<file path="config.mk">
export PLATFORM = sky130hd
export DESIGN_NAME = srtn_process_scheduler_top_flat
export DESIGN_NICKNAME = d
export VERILOG_FILES = /design/src/hdl/srtn_pkg.sv /design/src/hdl/srtn_if.sv /design/src/hdl/srtn_cell.sv /design/src/hdl/srtn_chain.sv /design/src/hdl/srtn_process_scheduler_top.sv /design/src/flat_wrapper.sv
export SDC_FILE = /design/constraint.sdc
export NUM_CORES = 1
export LEC_CHECK = 0
export ABC_AREA = 1
export BUFFER_PORTS_ARGS = -buffer_cell sky130_fd_sc_hd__buf_4
export CAP_MARGIN = 20
export CORE_UTILIZATION = 40
export CTS_CLUSTER_SIZE = 20
export DETAILED_ROUTE_END_ITERATION = 10
export SLEW_MARGIN = 30
export SYNTH_ARGS = -nofsm -noshare
export SYNTH_HDL_FRONTEND = slang
export SYNTH_SLANG_ARGS = --single-unit
</file>
<file path="constraint.sdc">
create_clock -name clk -period 5.8 [get_ports clk]
set_clock_uncertainty 0.15 [all_clocks]
set_input_delay 0.58 -clock clk [delete_from_list [all_inputs] [get_ports clk]]
set_output_delay 0.58 -clock clk [all_outputs]
set_load 0.05 [all_outputs]
</file>
<file path="src/hdl/srtn_pkg.sv">
// Shared types for the shortest-remaining-time-next scheduler.
package srtn_pkg;

  typedef enum logic [1:0] {
    OP_HOLD,
    OP_PUSH,
    OP_ROTATE,
    OP_SHIFT
  } cell_op_t;

  typedef struct packed {
    cell_op_t op;
    logic     mark;
  } cell_ctrl_t;

  typedef enum logic [1:0] {
    ST_IDLE,
    ST_SCAN,
    ST_TAKE,
    ST_REPLY
  } sched_state_t;

  localparam logic CMD_TICK   = 1'b0;
  localparam logic CMD_ARRIVE = 1'b1;

endpackage

</file>
<file path="src/hdl/srtn_if.sv">
// Handshake channel interfaces for scheduler commands and results.
interface srtn_in_if #(
  parameter int ID_WIDTH   = 8,
  parameter int TIME_WIDTH = 16
);
  logic                  valid;
  logic                  ready;
  logic                  command;
  logic [ID_WIDTH-1:0]   proc_id;
  logic [TIME_WIDTH-1:0] time_needed;

  modport source (output valid, command, proc_id, time_needed, input ready);
  modport sink   (input valid, command, proc_id, time_needed, output ready);
endinterface

interface srtn_out_if #(
  parameter int ID_WIDTH   = 8,
  parameter int TIME_WIDTH = 16
);
  logic                  valid;
  logic                  ready;
  logic                  running_valid;
  logic [ID_WIDTH-1:0]   running_id;
  logic [TIME_WIDTH-1:0] running_left;
  logic                  finished;
  logic [ID_WIDTH-1:0]   finished_id;
  logic                  preempted;
  logic                  dropped;

  modport source (output valid, running_valid, running_id, running_left, finished,
                  finished_id, preempted, dropped, input ready);
  modport sink   (input valid, running_valid, running_id, running_left, finished,
                  finished_id, preempted, dropped, output ready);
endinterface

</file>
<file path="src/hdl/srtn_cell.sv">
// One ready-queue slot: holds an id, a remaining time and a min-search mark.
module srtn_cell #(
  parameter int ID_WIDTH   = 8,
  parameter int TIME_WIDTH = 16
) (
  input  logic                    clk,
  input  logic                    rst,
  input  srtn_pkg::cell_ctrl_t    ctrl,
  input  logic                    is_tail,
  input  logic                    push_sel,
  input  logic [ID_WIDTH-1:0]     push_id,
  input  logic [TIME_WIDTH-1:0]   push_time,
  input  logic [ID_WIDTH-1:0]     head_id,
  input  logic [TIME_WIDTH-1:0]   head_time,
  input  logic                    head_flag,
  input  logic [ID_WIDTH-1:0]     nxt_id,
  input  logic [TIME_WIDTH-1:0]   nxt_time,
  input  logic                    nxt_flag,
  output logic [ID_WIDTH-1:0]     id,
  output logic [TIME_WIDTH-1:0]   tm,
  output logic                    flag
);

  always_ff @(posedge clk) begin
    if (rst) begin
      flag <= 1'b0;
    end else begin
      unique case (ctrl.op)
        srtn_pkg::OP_HOLD: begin
        end
        srtn_pkg::OP_PUSH: begin
          if (push_sel) begin
            id   <= push_id;
            tm   <= push_time;
            flag <= 1'b0;
          end
        end
        srtn_pkg::OP_ROTATE: begin
          // head wraps to the tail; a new best clears every older mark
          if (is_tail) begin
            id   <= head_id;
            tm   <= head_time;
            flag <= head_flag | ctrl.mark;
          end else begin
            id   <= nxt_id;
            tm   <= nxt_time;
            flag <= nxt_flag & ~ctrl.mark;
          end
        end
        srtn_pkg::OP_SHIFT: begin
          id   <= nxt_id;
          tm   <= nxt_time;
          flag <= nxt_flag;
        end
        default: begin
        end
      endcase
    end
  end

endmodule

</file>
<file path="src/hdl/srtn_chain.sv">
// Ready queue as a row of cells, oldest entry at the head (cell 0).
module srtn_chain #(
  parameter int QUEUE_DEPTH = 16,
  parameter int ID_WIDTH    = 8,
  parameter int TIME_WIDTH  = 16,
  localparam int CW         = $clog2(QUEUE_DEPTH + 1)
) (
  input  logic                  clk,
  input  logic                  rst,
  input  srtn_pkg::cell_ctrl_t  ctrl,
  input  logic [CW-1:0]         count,
  input  logic [ID_WIDTH-1:0]   push_id,
  input  logic [TIME_WIDTH-1:0] push_time,
  output logic [ID_WIDTH-1:0]   head_id,
  output logic [TIME_WIDTH-1:0] head_time,
  output logic                  head_flag
);

  logic [ID_WIDTH-1:0]   ids   [QUEUE_DEPTH];
  logic [TIME_WIDTH-1:0] times [QUEUE_DEPTH];
  logic                  flags [QUEUE_DEPTH];

  assign head_id   = ids[0];
  assign head_time = times[0];
  assign head_flag = flags[0];

  for (genvar i = 0; i < QUEUE_DEPTH; i++) begin : g_cell
    logic [ID_WIDTH-1:0]   n_id;
    logic [TIME_WIDTH-1:0] n_time;
    logic                  n_flag;

    if (i == QUEUE_DEPTH - 1) begin : g_last
      assign n_id   = ids[i];
      assign n_time = times[i];
      assign n_flag = flags[i];
    end else begin : g_mid
      assign n_id   = ids[i+1];
      assign n_time = times[i+1];
      assign n_flag = flags[i+1];
    end

    srtn_cell #(
      .ID_WIDTH   (ID_WIDTH),
      .TIME_WIDTH (TIME_WIDTH)
    ) u_cell (
      .clk       (clk),
      .rst       (rst),
      .ctrl      (ctrl),
      .is_tail   (count == CW'(i + 1)),
      .push_sel  (count == CW'(i)),
      .push_id   (push_id),
      .push_time (push_time),
      .head_id   (ids[0]),
      .head_time (times[0]),
      .head_flag (flags[0]),
      .nxt_id    (n_id),
      .nxt_time  (n_time),
      .nxt_flag  (n_flag),
      .id        (ids[i]),
      .tm        (times[i]),
      .flag      (flags[i])
    );
  end

endmodule

</file>
<file path="src/hdl/srtn_process_scheduler_top.sv">
// Shortest-remaining-time-next scheduler: control FSM, running process and result register.
//
//  channel  | role   | payload
//  ---------+--------+-------------------------------------------------------------
//  in_ch    | sink   | command, proc_id, time_needed
//  out_ch   | source | running_valid/id/left, finished, finished_id, preempted, dropped
//
// An arrival, or a tick while a process runs, goes from idle straight to the reply state.
// A tick with nothing running and entries queued first rotates the queue once through the
// head cell to mark the oldest minimum, then once more to pull that entry out and restore
// age order.
// Reset is synchronous and empties the queue; queue payload is not cleared.
// One result register; a new command is taken while an earlier result waits.
module srtn_process_scheduler_top #(
  parameter int QUEUE_DEPTH = 16,
  parameter int TIME_WIDTH  = 16,
  parameter int ID_WIDTH    = 8
) (
  input  logic              clk,
  input  logic              rst,
  srtn_in_if.sink           in_ch,
  srtn_out_if.source        out_ch
);

  localparam int CW = $clog2(QUEUE_DEPTH + 1);

  srtn_pkg::sched_state_t state, state_next;
  srtn_pkg::cell_ctrl_t   ctrl;

  logic [CW-1:0]         count;
  logic [CW-1:0]         cnt;
  logic                  run_valid;
  logic [ID_WIDTH-1:0]   run_id;
  logic [TIME_WIDTH-1:0] run_time;
  logic [TIME_WIDTH-1:0] best_time;
  logic                  fin;
  logic [ID_WIDTH-1:0]   fin_id;
  logic                  pre;
  logic                  drop;

  logic [ID_WIDTH-1:0]   push_id;
  logic [TIME_WIDTH-1:0] push_time;
  logic [ID_WIDTH-1:0]   head_id;
  logic [TIME_WIDTH-1:0] head_time;
  logic                  head_flag;

  logic take_in;
  logic is_arrive;
  logic preempt;
  logic full;
  logic new_best;
  logic load_out;

  assign take_in   = in_ch.valid && in_ch.ready;
  assign is_arrive = (in_ch.command == srtn_pkg::CMD_ARRIVE);
  assign preempt   = run_valid && (in_ch.time_needed < run_time);
  assign full      = (count == CW'(QUEUE_DEPTH));
  assign new_best  = (cnt == count) || (head_time < best_time);
  assign push_id   = preempt ? run_id   : in_ch.proc_id;
  assign push_time = preempt ? run_time : in_ch.time_needed;
  assign in_ch.ready = (state == srtn_pkg::ST_IDLE) && !rst;

  srtn_chain #(
    .QUEUE_DEPTH (QUEUE_DEPTH),
    .ID_WIDTH    (ID_WIDTH),
    .TIME_WIDTH  (TIME_WIDTH)
  ) u_chain (
    .clk       (clk),
    .rst       (rst),
    .ctrl      (ctrl),
    .count     (count),
    .push_id   (push_id),
    .push_time (push_time),
    .head_id   (head_id),
    .head_time (head_time),
    .head_flag (head_flag)
  );

  always_ff @(posedge clk) begin
    if (rst) begin
      state <= srtn_pkg::ST_IDLE;
    end else begin
      state <= state_next;
    end
  end

  always_comb begin
    state_next = state;
    ctrl.op    = srtn_pkg::OP_HOLD;
    ctrl.mark  = 1'b0;
    load_out   = 1'b0;
    unique case (state)
      srtn_pkg::ST_IDLE: begin
        if (take_in) begin
          if (is_arrive) begin
            if (!full) begin
              ctrl.op = srtn_pkg::OP_PUSH;
            end
            state_next = srtn_pkg::ST_REPLY;
          end else if (run_valid || count == '0) begin
            state_next = srtn_pkg::ST_REPLY;
          end else begin
            state_next = srtn_pkg::ST_SCAN;
          end
        end
      end
      srtn_pkg::ST_SCAN: begin
        ctrl.op   = srtn_pkg::OP_ROTATE;
        ctrl.mark = new_best;
        if (cnt == CW'(1)) begin
          state_next = srtn_pkg::ST_TAKE;
        end
      end
      srtn_pkg::ST_TAKE: begin
        ctrl.op = head_flag ? srtn_pkg::OP_SHIFT : srtn_pkg::OP_ROTATE;
        if (cnt == CW'(1)) begin
          state_next = srtn_pkg::ST_REPLY;
        end
      end
      srtn_pkg::ST_REPLY: begin
        if (!out_ch.valid || out_ch.ready) begin
          load_out   = 1'b1;
          state_next = srtn_pkg::ST_IDLE;
        end
      end
      default: begin
        state_next = srtn_pkg::ST_IDLE;
      end
    endcase
  end

  // run state, queue fill and per-command flags
  always_ff @(posedge clk) begin
    if (rst) begin
      count     <= '0;
      cnt       <= '0;
      run_valid <= 1'b0;
      run_id    <= '0;
      run_time  <= '0;
      fin       <= 1'b0;
      fin_id    <= '0;
      pre       <= 1'b0;
      drop      <= 1'b0;
    end else begin
      unique case (state)
        srtn_pkg::ST_IDLE: begin
          if (take_in) begin
            fin    <= 1'b0;
            fin_id <= '0;
            pre    <= 1'b0;
            drop   <= 1'b0;
            cnt    <= count;
            if (is_arrive) begin
              if (full) begin
                drop <= 1'b1;
              end else begin
                count <= count + CW'(1);
              end
              if (preempt) begin
                pre      <= 1'b1;
                run_id   <= in_ch.proc_id;
                run_time <= in_ch.time_needed;
              end
            end else if (run_valid) begin
              if (run_time <= TIME_WIDTH'(1)) begin
                fin       <= 1'b1;
                fin_id    <= run_id;
                run_valid <= 1'b0;
                run_id    <= '0;
                run_time  <= '0;
              end else begin
                run_time <= run_time - TIME_WIDTH'(1);
              end
            end
          end
        end
        srtn_pkg::ST_SCAN: begin
          if (new_best) begin
            best_time <= head_time;
          end
          cnt <= (cnt == CW'(1)) ? count : cnt - CW'(1);
        end
        srtn_pkg::ST_TAKE: begin
          cnt <= cnt - CW'(1);
          if (head_flag) begin
            count <= count - CW'(1);
            if (head_time <= TIME_WIDTH'(1)) begin
              fin    <= 1'b1;
              fin_id <= head_id;
            end else begin
              run_valid <= 1'b1;
              run_id    <= head_id;
              run_time  <= head_time - TIME_WIDTH'(1);
            end
          end
        end
        srtn_pkg::ST_REPLY: begin
        end
        default: begin
        end
      endcase
    end
  end

  // result register
  always_ff @(posedge clk) begin
    if (rst) begin
      out_ch.valid <= 1'b0;
    end else if (load_out) begin
      out_ch.valid <= 1'b1;
    end else if (out_ch.ready) begin
      out_ch.valid <= 1'b0;
    end
  end

  always_ff @(posedge clk) begin
    if (load_out) begin
      out_ch.running_valid <= run_valid;
      out_ch.running_id    <= run_valid ? run_id : '0;
      out_ch.running_left  <= run_valid ? run_time : '0;
      out_ch.finished      <= fin;
      out_ch.finished_id   <= fin_id;
      out_ch.preempted     <= pre;
      out_ch.dropped       <= drop;
    end
  end

endmodule
</file>
<file path="src/flat_wrapper.sv">
// flat-port wrapper written by rule: the top's interface ports become plain ports
module srtn_process_scheduler_top_flat 
#(
  parameter int QUEUE_DEPTH = 16,
  parameter int TIME_WIDTH  = 16,
  parameter int ID_WIDTH    = 8
)
  (clk, rst, in_ch_valid, in_ch_command, in_ch_proc_id, in_ch_time_needed, in_ch_ready, out_ch_valid, out_ch_running_valid, out_ch_running_id, out_ch_running_left, out_ch_finished, out_ch_finished_id, out_ch_preempted, out_ch_dropped, out_ch_ready);
  srtn_in_if #(.ID_WIDTH(ID_WIDTH), .TIME_WIDTH(TIME_WIDTH)) in_ch_i ();
  srtn_out_if #(.ID_WIDTH(ID_WIDTH), .TIME_WIDTH(TIME_WIDTH)) out_ch_i ();
  input  logic clk;
  input  logic rst;
  input wire logic [$bits(in_ch_i.valid)-1:0] in_ch_valid;
  input wire logic [$bits(in_ch_i.command)-1:0] in_ch_command;
  input wire logic [$bits(in_ch_i.proc_id)-1:0] in_ch_proc_id;
  input wire logic [$bits(in_ch_i.time_needed)-1:0] in_ch_time_needed;
  output wire logic [$bits(in_ch_i.ready)-1:0] in_ch_ready;
  output wire logic [$bits(out_ch_i.valid)-1:0] out_ch_valid;
  output wire logic [$bits(out_ch_i.running_valid)-1:0] out_ch_running_valid;
  output wire logic [$bits(out_ch_i.running_id)-1:0] out_ch_running_id;
  output wire logic [$bits(out_ch_i.running_left)-1:0] out_ch_running_left;
  output wire logic [$bits(out_ch_i.finished)-1:0] out_ch_finished;
  output wire logic [$bits(out_ch_i.finished_id)-1:0] out_ch_finished_id;
  output wire logic [$bits(out_ch_i.preempted)-1:0] out_ch_preempted;
  output wire logic [$bits(out_ch_i.dropped)-1:0] out_ch_dropped;
  input wire logic [$bits(out_ch_i.ready)-1:0] out_ch_ready;
  assign in_ch_i.valid = in_ch_valid;
  assign in_ch_i.command = in_ch_command;
  assign in_ch_i.proc_id = in_ch_proc_id;
  assign in_ch_i.time_needed = in_ch_time_needed;
  assign in_ch_ready = in_ch_i.ready;
  assign out_ch_valid = out_ch_i.valid;
  assign out_ch_running_valid = out_ch_i.running_valid;
  assign out_ch_running_id = out_ch_i.running_id;
  assign out_ch_running_left = out_ch_i.running_left;
  assign out_ch_finished = out_ch_i.finished;
  assign out_ch_finished_id = out_ch_i.finished_id;
  assign out_ch_preempted = out_ch_i.preempted;
  assign out_ch_dropped = out_ch_i.dropped;
  assign out_ch_i.ready = out_ch_ready;
  srtn_process_scheduler_top #(.QUEUE_DEPTH(QUEUE_DEPTH), .TIME_WIDTH(TIME_WIDTH), .ID_WIDTH(ID_WIDTH)) u_core (.clk(clk), .rst(rst), .in_ch(in_ch_i), .out_ch(out_ch_i));
endmodule
</file>
**Word-level counts from Yosys, hierarchy flattened**

Cells that the tools add are included.

- Bitwise operators: 18
- Equal/unequal tests: 55
- Add/subtract/negate cells: 5
- Magnitude comparators: 4
- Reduce and logical (&&, ||, !) cells: 56
- Mux-type cells: 212

Operators with widths:

| kind | count |
|---|---|
| one-hot mux 16 bit (3 select lines) | 15 |
| 2-to-1 mux 16 bit | 40 |
| 2-to-1 mux 8 bit | 46 |
| one-hot mux 8 bit (3 select lines) | 15 |
| one-hot mux 16 bit (2 select lines) | 2 |
| 2-to-1 mux 1 bit | 55 |
| one-hot mux 8 bit (2 select lines) | 3 |
| one-hot mux 1 bit (3 select lines) | 15 |
| AND reduction 3 bit | 15 |
| inequality test 2 x 1 -> 1 bit (second input constant) | 22 |
| equality test 5 x 4 -> 1 bit (second input constant) | 8 |
| AND reduction 2 bit | 18 |
| <= comparator 16 x 1 -> 1 bit (second input constant) | 2 |
| less-than comparator 16 bit | 2 |
| subtractor 16 x 1 -> 16 bit (second input constant) | 2 |
| 2-to-1 mux 5 bit | 6 |
| equality test 5 x 3 -> 1 bit (second input constant) | 4 |
| 2-to-1 mux 2 bit | 8 |
| AND reduction 4 bit | 4 |
| AND 1 bit | 15 |
| one-hot mux 5 bit (3 select lines) | 1 |
| inequality test 2 bit (second input constant) | 6 |
| equality test 5 x 1 -> 1 bit (second input constant) | 2 |
| equality test 5 x 2 -> 1 bit (second input constant) | 2 |
| other kinds (24) | 42 |

- Input bits: 29
- Word-level logic and storage cells: 417
- Output and inout port bits: 38
- Register bits: 501

**Logic depth before layout (Yosys ltp)**

Gate-level depths: netlist (run 1).

- Depth in word-level cells: 8
- Mapped depth: 18
- Depth with buffers taken out: 17

**By module**

A second synthesis (run 1) with hierarchy kept.

- Cells, all modules: 4049
- Area, all modules: 30852.1 µm²

Modules (own cells, without submodules):

| module | area an instance (µm²) | cells each | seq. area each (µm²) | times used |
|---|---|---|---|---|
| srtn_cell | 1525.2 | 198 | 740.7 | 16 |
| srtn_process_scheduler_top | 6321.1 | 849 | 2542.4 | 1 |
| srtn_chain | 127.6 | 32 | 0.0 | 1 |

**Worst setup path after synthesis (run 1)**

OpenSTA, ideal clock, no wires.

- Path type: reg2reg
- From: reg u_core.state[0]
- To: reg u_core.u_chain.g_cell[15].u_cell.id[0], enable pin
- Library setup time: 0.442 ns
- Required time: 5.208 ns
- Slack: 1.751 ns
- Path buffers: 2
- Clock period less this slack: 4.049 ns
- Stages on the path, launching flop included: 13
- Arrival: 3.457 ns
- Cell sequence: dfxtp_1 > inv_1 > ha_1 > and3_1 > nand2_1 > o21ai_1 > nand2_1 > inv_2 > nor2_4 > inv_2 > buf_2 > buf_2 > a211oi_1

- Word-level cells in the longest chain between the ends: 8
- Elaborated cells on any way between the ends: 13
- Classes of those cells: eq/ne: 6; mux: 2; reduce/logical: 5

RTL lines:

| item | RTL line | RTL |
|---|---|---|
| start: declaration | srtn_process_scheduler_top.sv:27 | `srtn_pkg::sched_state_t state, state_next;` |
| start signal: assignment | srtn_process_scheduler_top.sv:81 | `state <= srtn_pkg::ST_IDLE;` |
| start signal: assignment | srtn_process_scheduler_top.sv:83 | `state <= state_next;` |
| logical NOT 2 bit | srtn_process_scheduler_top.sv:61, srtn_process_scheduler_top.sv:92 |  |
| logical AND 1 bit | srtn_process_scheduler_top.sv:61 | `assign in_ch.ready = (state == srtn_pkg::ST_IDLE) && !rst;` |
| logical AND 1 bit | srtn_process_scheduler_top.sv:54 | `assign take_in = in_ch.valid && in_ch.ready;` |
| 2-to-1 mux 2 bit | srtn_process_scheduler_top.sv:94 | `if (take_in) begin` |
| one-hot mux 2 bit (3 select lines) * | srtn_process_scheduler_top.sv:92 | `unique case (state)` |
| equality test 2 bit / equality test 2 x 1 -> 1 bit (equally long branches) | srtn_cell.sv:28 | `unique case (ctrl.op)` |
| inequality test 2 x 1 -> 1 bit (no source line) / nonzero test 2 bit (equally long branches) | - |  |
| AND reduction 4 bit (no source line) * | - |  |
| end signal: assignment | srtn_cell.sv:33 | `id <= push_id;` |
| end signal: assignment | srtn_cell.sv:41 | `id <= head_id;` |
| end signal: assignment | srtn_cell.sv:45 | `id <= nxt_id;` |
| end: declaration | srtn_cell.sv:19 | `output logic [ID_WIDTH-1:0] id,` |

Mark *: on every way between the ends. The rest lies on a longest branch, timed or not.
A chain may end at the register's enable or synchronous reset.

**Final worst setup path (run 1)**

- From: reg u_core.run_time[14]
- To: reg u_core.u_chain.g_cell[0].u_cell.id[2] (data pin)

- Word-level cells in the longest chain between the ends: 5

RTL lines:

| item | RTL line | RTL |
|---|---|---|
| start: declaration | srtn_process_scheduler_top.sv:34 | `logic [TIME_WIDTH-1:0] run_time;` |
| start signal: assignment | srtn_process_scheduler_top.sv:162 | `run_time <= in_ch.time_needed;` |
| start signal: assignment | srtn_process_scheduler_top.sv:172 | `run_time <= run_time - TIME_WIDTH'(1);` |
| start signal: assignment | srtn_process_scheduler_top.sv:193 | `run_time <= head_time - TIME_WIDTH'(1);` |
| less-than comparator 16 bit | srtn_process_scheduler_top.sv:56 | `assign preempt = run_valid && (in_ch.time_needed < run_time);` |
| logical AND 1 bit | srtn_process_scheduler_top.sv:56 |  |
| 2-to-1 mux 8 bit | srtn_process_scheduler_top.sv:59 | `assign push_id = preempt ? run_id : in_ch.proc_id;` |
| 2-to-1 mux 8 bit | srtn_cell.sv:32 | `if (push_sel) begin` |
| one-hot mux 8 bit (3 select lines) | srtn_cell.sv:28 |  |
| end signal: assignment | srtn_cell.sv:33 |  |
| end signal: assignment | srtn_cell.sv:41 |  |
| end signal: assignment | srtn_cell.sv:45 |  |
| end: declaration | srtn_cell.sv:19 |  |

Every way passes these cells. The select of a mux whose other input is x is not followed.

==> reports/results.txt, run 1 <==
Comb pwr share -> 0.444
Area contributors post-synth -> edfxtp_1 (43%), nand2_1 (9.3%), o21ai_0 (7.9%)
largest net degree at the start of global routing -> 102
Setup Crit Path Kind -> register to register
Final Hold Viols -> 0
Seq pwr share -> 0.367
Setup Slack @ Placement -> 1560 ps
hold_buf cts -> 0
worst slew pin tran -> 966 ps
layout cells sized above 1 -> 0.143
synth warn -> 0
number of DRC markers in iteration 0 -> 2988
Ports -> 67
Clk pwr share -> 0.189
Max Fanout on Critical Path -> 30
first-pass GRT wire length -> 148000 µm
cts repair resizes -> 0
antenna viol nets, final -> 0
Finished Cell Area -> 33100 µm²
MaxCap Viol Count -> 0
sw frac -> 0.434
postcts setup bufs -> 0
Synth area leader -> edfxtp_1
RSZ-0062 raised after global routing -> no
depth of the CTS H-tree -> 2
Tmin final -> 4150 ps
vias per cell -> 5.39
Final setup viols -> 0
Psw -> 8.24 mW
global route total overflow -> 0
commonest cells in the netlist -> nand2_1 (747), inv_1 (634), o21ai_0 (478)
Peak VDD IR -> 0.285 mV
Placed Area -> 31300 µm²
critical path capture point type -> register
setup TNS -> 0 ps
Die Ht -> 276 µm
number of global-route vias before repair -> 23193
PwrDens -> 573 nW/µm²
antenna violations before repair -> 1
WP data arrival -> 4340 ps
P_int -> 10.7 mW
via count -> 25233
area share of the largest cell type after synthesis -> 0.435
HPWL after detailed placement -> 61200 µm
hold depth -> 3
die area -> 76400 µm²
placed cells -> 4578
Mean Syn Cell Area -> 8.08 µm²
Core Area -> 74400 µm²
Worst Hold Slack -> 121 ps
gp weighted congestion -> 0.885
slew margin rel. -> 0.356
CTS root buffer -> clkbuf_16
nets@finish -> 3743
Final Power -> 19.0 mW
Lkg Pwr -> 13.6 nW
CP required -> 5990 ps
final worst slack -> 1650 ps
Final Cycle Share -> 0.716
num rows -> 100
Post-synth EDFFs -> 436
critical path startpoint category -> register
Worst-path clk slew -> 60 ps
Final Max Slew Viols -> 0
Async SR Flop Fraction -> 0
flops & latches, synth -> 501
ANT cells -> 0
Syn-to-layout area delta -> 9.97%
CTS tree -> done
synthesized area -> 30100 µm²
Post-synth top flop -> edfxtp_1
port buffer count -> 66
Reg2Reg Depth -> 11
Hold Path Class -> primary input to register
clk buf depth -> 3
Layout Cells excl Fill -> 4681
TritonRoute pass-1 iters -> 6
most frequent cell after synthesis -> nand2_1
Seq/Total Area, Yosys -> 0.478
Post-Synthesis Cells -> 3725
Core Util, Final -> 0.445
clock insertion delay at the later pin of the skew report -> 630 ps
fmax -> 241 MHz
CTS buffer count -> 56
Routed WL -> 97200 µm
post-synthesis cell type count -> 53
drt wl/cell -> 20.8 µm
Die W -> 276 µm
Post-Syn Nets -> 3801
Starting Density -> 0.404
clock sink count -> 501
status -> complete, no violations
Residual DRC -> 0
total track usage -> 0.252
power groups by stage:
stage / Combinational, mW / Clock (mW) / Sequential, mW
detailed placement: 8.32 / 0 / 6.98
finish: 8.42 / 3.59 / 6.96
floorplan: 6.13 / 0 / 6.73
global placement: 8.06 / 0 / 6.98
CTS: 8.36 / 3.63 / 6.94
global route: 9.41 / 3.77 / 7.10
worst paths after layout:
path	startpoint	end	slack, ps
max reg2reg	u_core.run_time[14]	u_core.u_chain.g_cell[0].u_cell.id[2]	1650
min	in_ch_time_needed[13]	u_core.run_time[13]	120
max	u_core.run_time[14]	u_core.u_chain.g_cell[0].u_cell.id[2]	1650
min reg2reg	u_core.fin	u_core.out_ch.finished	280
state kept, by name (all words and copies together) (netlist names), 5 cells and up:
signal                             count
u_core.u_chain.g_cell.u_cell.flag     16
u_core.out_ch.finished_id              8
u_core.u_chain.g_cell.u_cell.tm      256
u_core.best_time                      16
u_core.out_ch.running_left            16
u_core.fin_id                          8
u_core.run_id                          8
u_core.run_time                       16
u_core.out_ch.running_id               8
u_core.u_chain.g_cell.u_cell.id      128
u_core.cnt                             5
u_core.count                           5
cells in the final DEF (no fill, tap or decap), types with 17 or more instances in the layout:
master       n
nand2_1    743
inv_1      634
o21ai_0    478
edfxtp_1   436
nand2_2    255
nand3_1    208
nor2_1     199
buf_4      128
a22o_1      79
dfxtp_1     65
a21oi_1     60
clkbuf_16   57
o31ai_1     56
ha_1        46
or2_1       23
o21ai_1     21
xor2_1      21
nand4_1     18
nor2_4      17
worst max-delay path, stage by stage (launching register included):
cell	delay, ps
dfxtp_1	520
inv_1	140
ha_1	320
nand2_1	70
nor3b_1	350
nor4_4	100
nand2_2	550
buf_4	430
nand2_2	70
o21ai_1	300
or2_1	720
nand2_1	110
cell families after synthesis:
kind of cell	synth area share
and+or+nand+nor	0.223
buffers and inverters	0.127
AOI/OAI and AO/OA	0.144
DFF	0.478
adders and majority gates	0.0195
xor gates and xnor gates	0.00756
layer usage:
layer	vias to the layer above	wire [µm]	track usage
li1	11929	-	-
met1	12083	42700	0.363
met2	1078	43300	0.392
met3	141	8030	0.0316
met4	2	3130	0.0827
met5	-	14	0
layout make-up:
type | count | area, µm²
clock buffers | 75 | 1540
clock inverters | 28 | 244
fillers | 7202 | 41300
inverters | 646 | 2430
multi-input cells | 2323 | 12100
flip-flops and latches | 501 | 14400
well taps | 969 | 1210
repair buffers | 139 | 1220
(Power assumes the default switching activity.)
==> run 2: changes to the inputs <==
==> constraint.sdc (replaced) <==
create_clock -name clk -period 4.3 [get_ports clk]
set_clock_uncertainty 0.15 [all_clocks]
set_input_delay 0.43 -clock clk [delete_from_list [all_inputs] [get_ports clk]]
set_output_delay 0.43 -clock clk [all_outputs]
set_load 0.05 [all_outputs]
==> reports/results.txt, run 2 (synthesis gave the netlist of run 1 again) <==
status -> complete, no violations (unchanged)
vias per cell -> 5.37 (was 5.39)
Residual DRC -> 0 (unchanged)
hold path start -> in_ch_proc_id[3] (was in_ch_time_needed[13])
Lkg Pwr -> 13.8 nW (was 13.6 nW)
Routed WL -> 97900 µm (was 97200 µm)
Comb pwr share -> 0.447 (was 0.444)
antenna violations before repair -> 2 (was 1)
CTS buffer count -> 57 (was 56)
Worst Hold Slack -> 36.4 ps (was 121 ps)
P_int -> 14.6 mW (was 10.7 mW)
WP data arrival -> 3930 ps (was 4340 ps)
depth of the CTS H-tree -> 2 (unchanged)
most common cell after layout, fill and taps aside -> nand2_1 (unchanged)
global route total overflow -> 0 (unchanged)
Final Power -> 25.8 mW (was 19.0 mW)
Biggest register -> u_core.u_chain.g_cell.u_cell.tm (unchanged)
drt wl/cell -> 20.7 µm (was 20.8 µm)
worst slew pin tran -> 835 ps (was 966 ps)
Die W -> 276 µm (unchanged)
Peak VDD IR -> 0.524 mV (was 0.285 mV)
clock sink count -> 501 (unchanged)
postcts setup bufs -> 0 (unchanged)
nets@finish -> 3780 (was 3743)
CTS root buffer -> clkbuf_16 (unchanged)
clock insertion delay at the later pin of the skew report -> 650 ps (was 630 ps)
Max Fanout on Critical Path -> 18 (was 30)
fmax -> 268 MHz (was 241 MHz)
Starting Density -> 0.404 (unchanged)
Layout Cells excl Fill -> 4721 (was 4681)
Hold Path Class -> primary input to register (unchanged)
critical path startpoint category -> register (unchanged)
first-pass GRT wire length -> 147000 µm (was 148000 µm)
CP required -> 4490 ps (was 5990 ps)
Critical path buffers and inverters -> 3 (was 2)
layout cells sized above 1 -> 0.151 (was 0.143)
Top delay family on crit path -> simple AND/OR/NAND/NOR gates (unchanged)
sw frac -> 0.434 (about the same)
Tmin final -> 3730 ps (was 4150 ps)
TritonRoute pass-1 iters -> 7 (was 6)
HPWL after detailed placement -> 61400 µm (was 61200 µm)
Final Max Slew Viols -> 0 (unchanged)
commonest cells after routing, fill and taps aside -> nand2_1 (746), inv_1 (634), o21ai_0 (478) (was nand2_1 (743), inv_1 (634), o21ai_0 (478))
number of global-route vias before repair -> 23099 (was 23193)
setup TNS -> 0 ps (unchanged)
Crit path largest cell delay -> 660 ps (was 720 ps)
number of flip-flops in the largest register -> 256 (unchanged)
total track usage -> 0.252 (about the same)
antenna viol nets, final -> 0 (unchanged)
Seq pwr share -> 0.364 (was 0.367)
largest net degree at the start of global routing -> 112 (was 102)
via count -> 25339 (was 25233)
die area -> 76400 µm² (unchanged)
Clk pwr share -> 0.189 (about the same)
Core Area -> 74400 µm² (unchanged)
largest registers -> u_core.u_chain.g_cell.u_cell.tm: 256 flops, u_core.u_chain.g_cell.u_cell.id: 128 flops (unchanged)
Worst-path clk slew -> 60 ps (about the same)
CTS tree -> done (unchanged)
Final Cycle Share -> 0.868 (was 0.716)
crit path cell chain -> inv_1 > ha_1 > nand2_1 > inv_1 > o21ai_0 > a21oi_1 > nor4_4 > nand2_2 > buf_12 > o21ai_1 > or2_1 > nand2_1 (was inv_1 > ha_1 > nand2_1 > nor3b_1 > nor4_4 > nand2_2 > buf_4 > nand2_2 > o21ai_1 > or2_1 > nand2_1)
Worst Setup SP -> u_core.run_time[9] (was u_core.run_time[14])
Critical Path Slowest Stage Cell -> or2_1 (unchanged)
critical path capture point type -> register (unchanged)
Die Ht -> 276 µm (unchanged)
placed cells -> 4613 (was 4578)
RSZ-0062 raised after global routing -> no (unchanged)
Syn-to-layout area delta -> 11.1% (was 9.97%)
clk buf depth -> 3 (unchanged)
Setup Crit Path Kind -> register to register (unchanged)
Psw -> 11.2 mW (was 8.24 mW)
Worst R2R Start -> u_core.run_time[9] (was u_core.run_time[14])
PwrDens -> 770 nW/µm² (was 573 nW/µm²)
num rows -> 100 (unchanged)
Final setup viols -> 0 (unchanged)
slew margin rel. -> 0.442 (was 0.356)
MaxCap Viol Count -> 0 (unchanged)
Ports -> 67 (unchanged)
Final Hold Viols -> 0 (unchanged)
port buffer count -> 66 (unchanged)
number of DRC markers in iteration 0 -> 2604 (was 2988)
gp weighted congestion -> 0.875 (was 0.885)
ANT cells -> 0 (unchanged)
[run 2: cell count changes in the layout (fill, tap and decap cells not counted), moves of 3 or more]
cell      previous run  this run
buf_4              128       155
buf_12               2        16
buf_16               7         2
clkinv_1             9        14
clkbuf_1            13         9
clkinv_2            12        16
nand2_1            743       746
nand2_2            255       252
[run 2: cell type report]
type	count	area [µm²]
clock buffer	70	1520
clock inverter	37	298
fill	7238	41000
inverter	646	2430
multi-input combinational	2323	12000
sequential	501	14400
tap	969	1210
timing repair buffer	175	1560
[run 2: per-stage QoR]
step	setup WS, ps	util	area (µm²)
floorplan	251	-	30100
global placement	616	0.424	31600
detailed placement	585	0.425	31600
CTS	613	0.449	33500
global route	335	0.449	33500
finish	569	0.449	33500
[run 2: metal layers]
| layer | track usage | wire (µm) |
|---|---|---|
| met2 | 0.391 | 43600 |
| met1 | 0.359 | 42600 |
| met4 | 0.0931 | 3620 |
| met5 | 0 | 13 |
| met3 | 0.0341 | 8050 |
[run 2: power by group through the flow]
| stage | sequential, mW | clock [mW] | combinational (mW) |
|---|---|---|---|
| 2_1_floorplan | 9.07 | 0 | 8.27 |
| 3_5_place_dp | 9.43 | 0 | 11.4 |
| 5_1_grt | 9.57 | 5.12 | 12.8 |
| 6_report | 9.39 | 4.87 | 11.5 |
| 3_3_place_gp | 9.41 | 0 | 11.2 |
| 4_1_cts | 9.35 | 4.93 | 11.4 |
[run 2: final timing paths]
check,endpoint,slack (ps),cells past startpoint
worst min register to register,u_core.out_ch.finished,280,0
worst max-delay path,u_core.u_chain.g_cell[3].u_cell.id[4],570,12
worst min-delay path,u_core.run_id[3],40,5
worst max register to register,u_core.u_chain.g_cell[3].u_cell.id[4],570,12
[run 2: what timing repair did]
item	CTS	global route
hold endpoints to repair	1	0
setup endpoints to repair	0	0
resized for setup	0	0
hold buffers	1	0
[run 2: worst register-to-register path, delay by kind of cell, from the launching register on]
family,cells,cell delay [ps]
AND/OR/NAND/NOR,5,1330
flip-flops,1,430
adder cells (fa/ha/maj),1,320
AO/OA/AOI/OAI,3,780
buffers and inverters,3,420
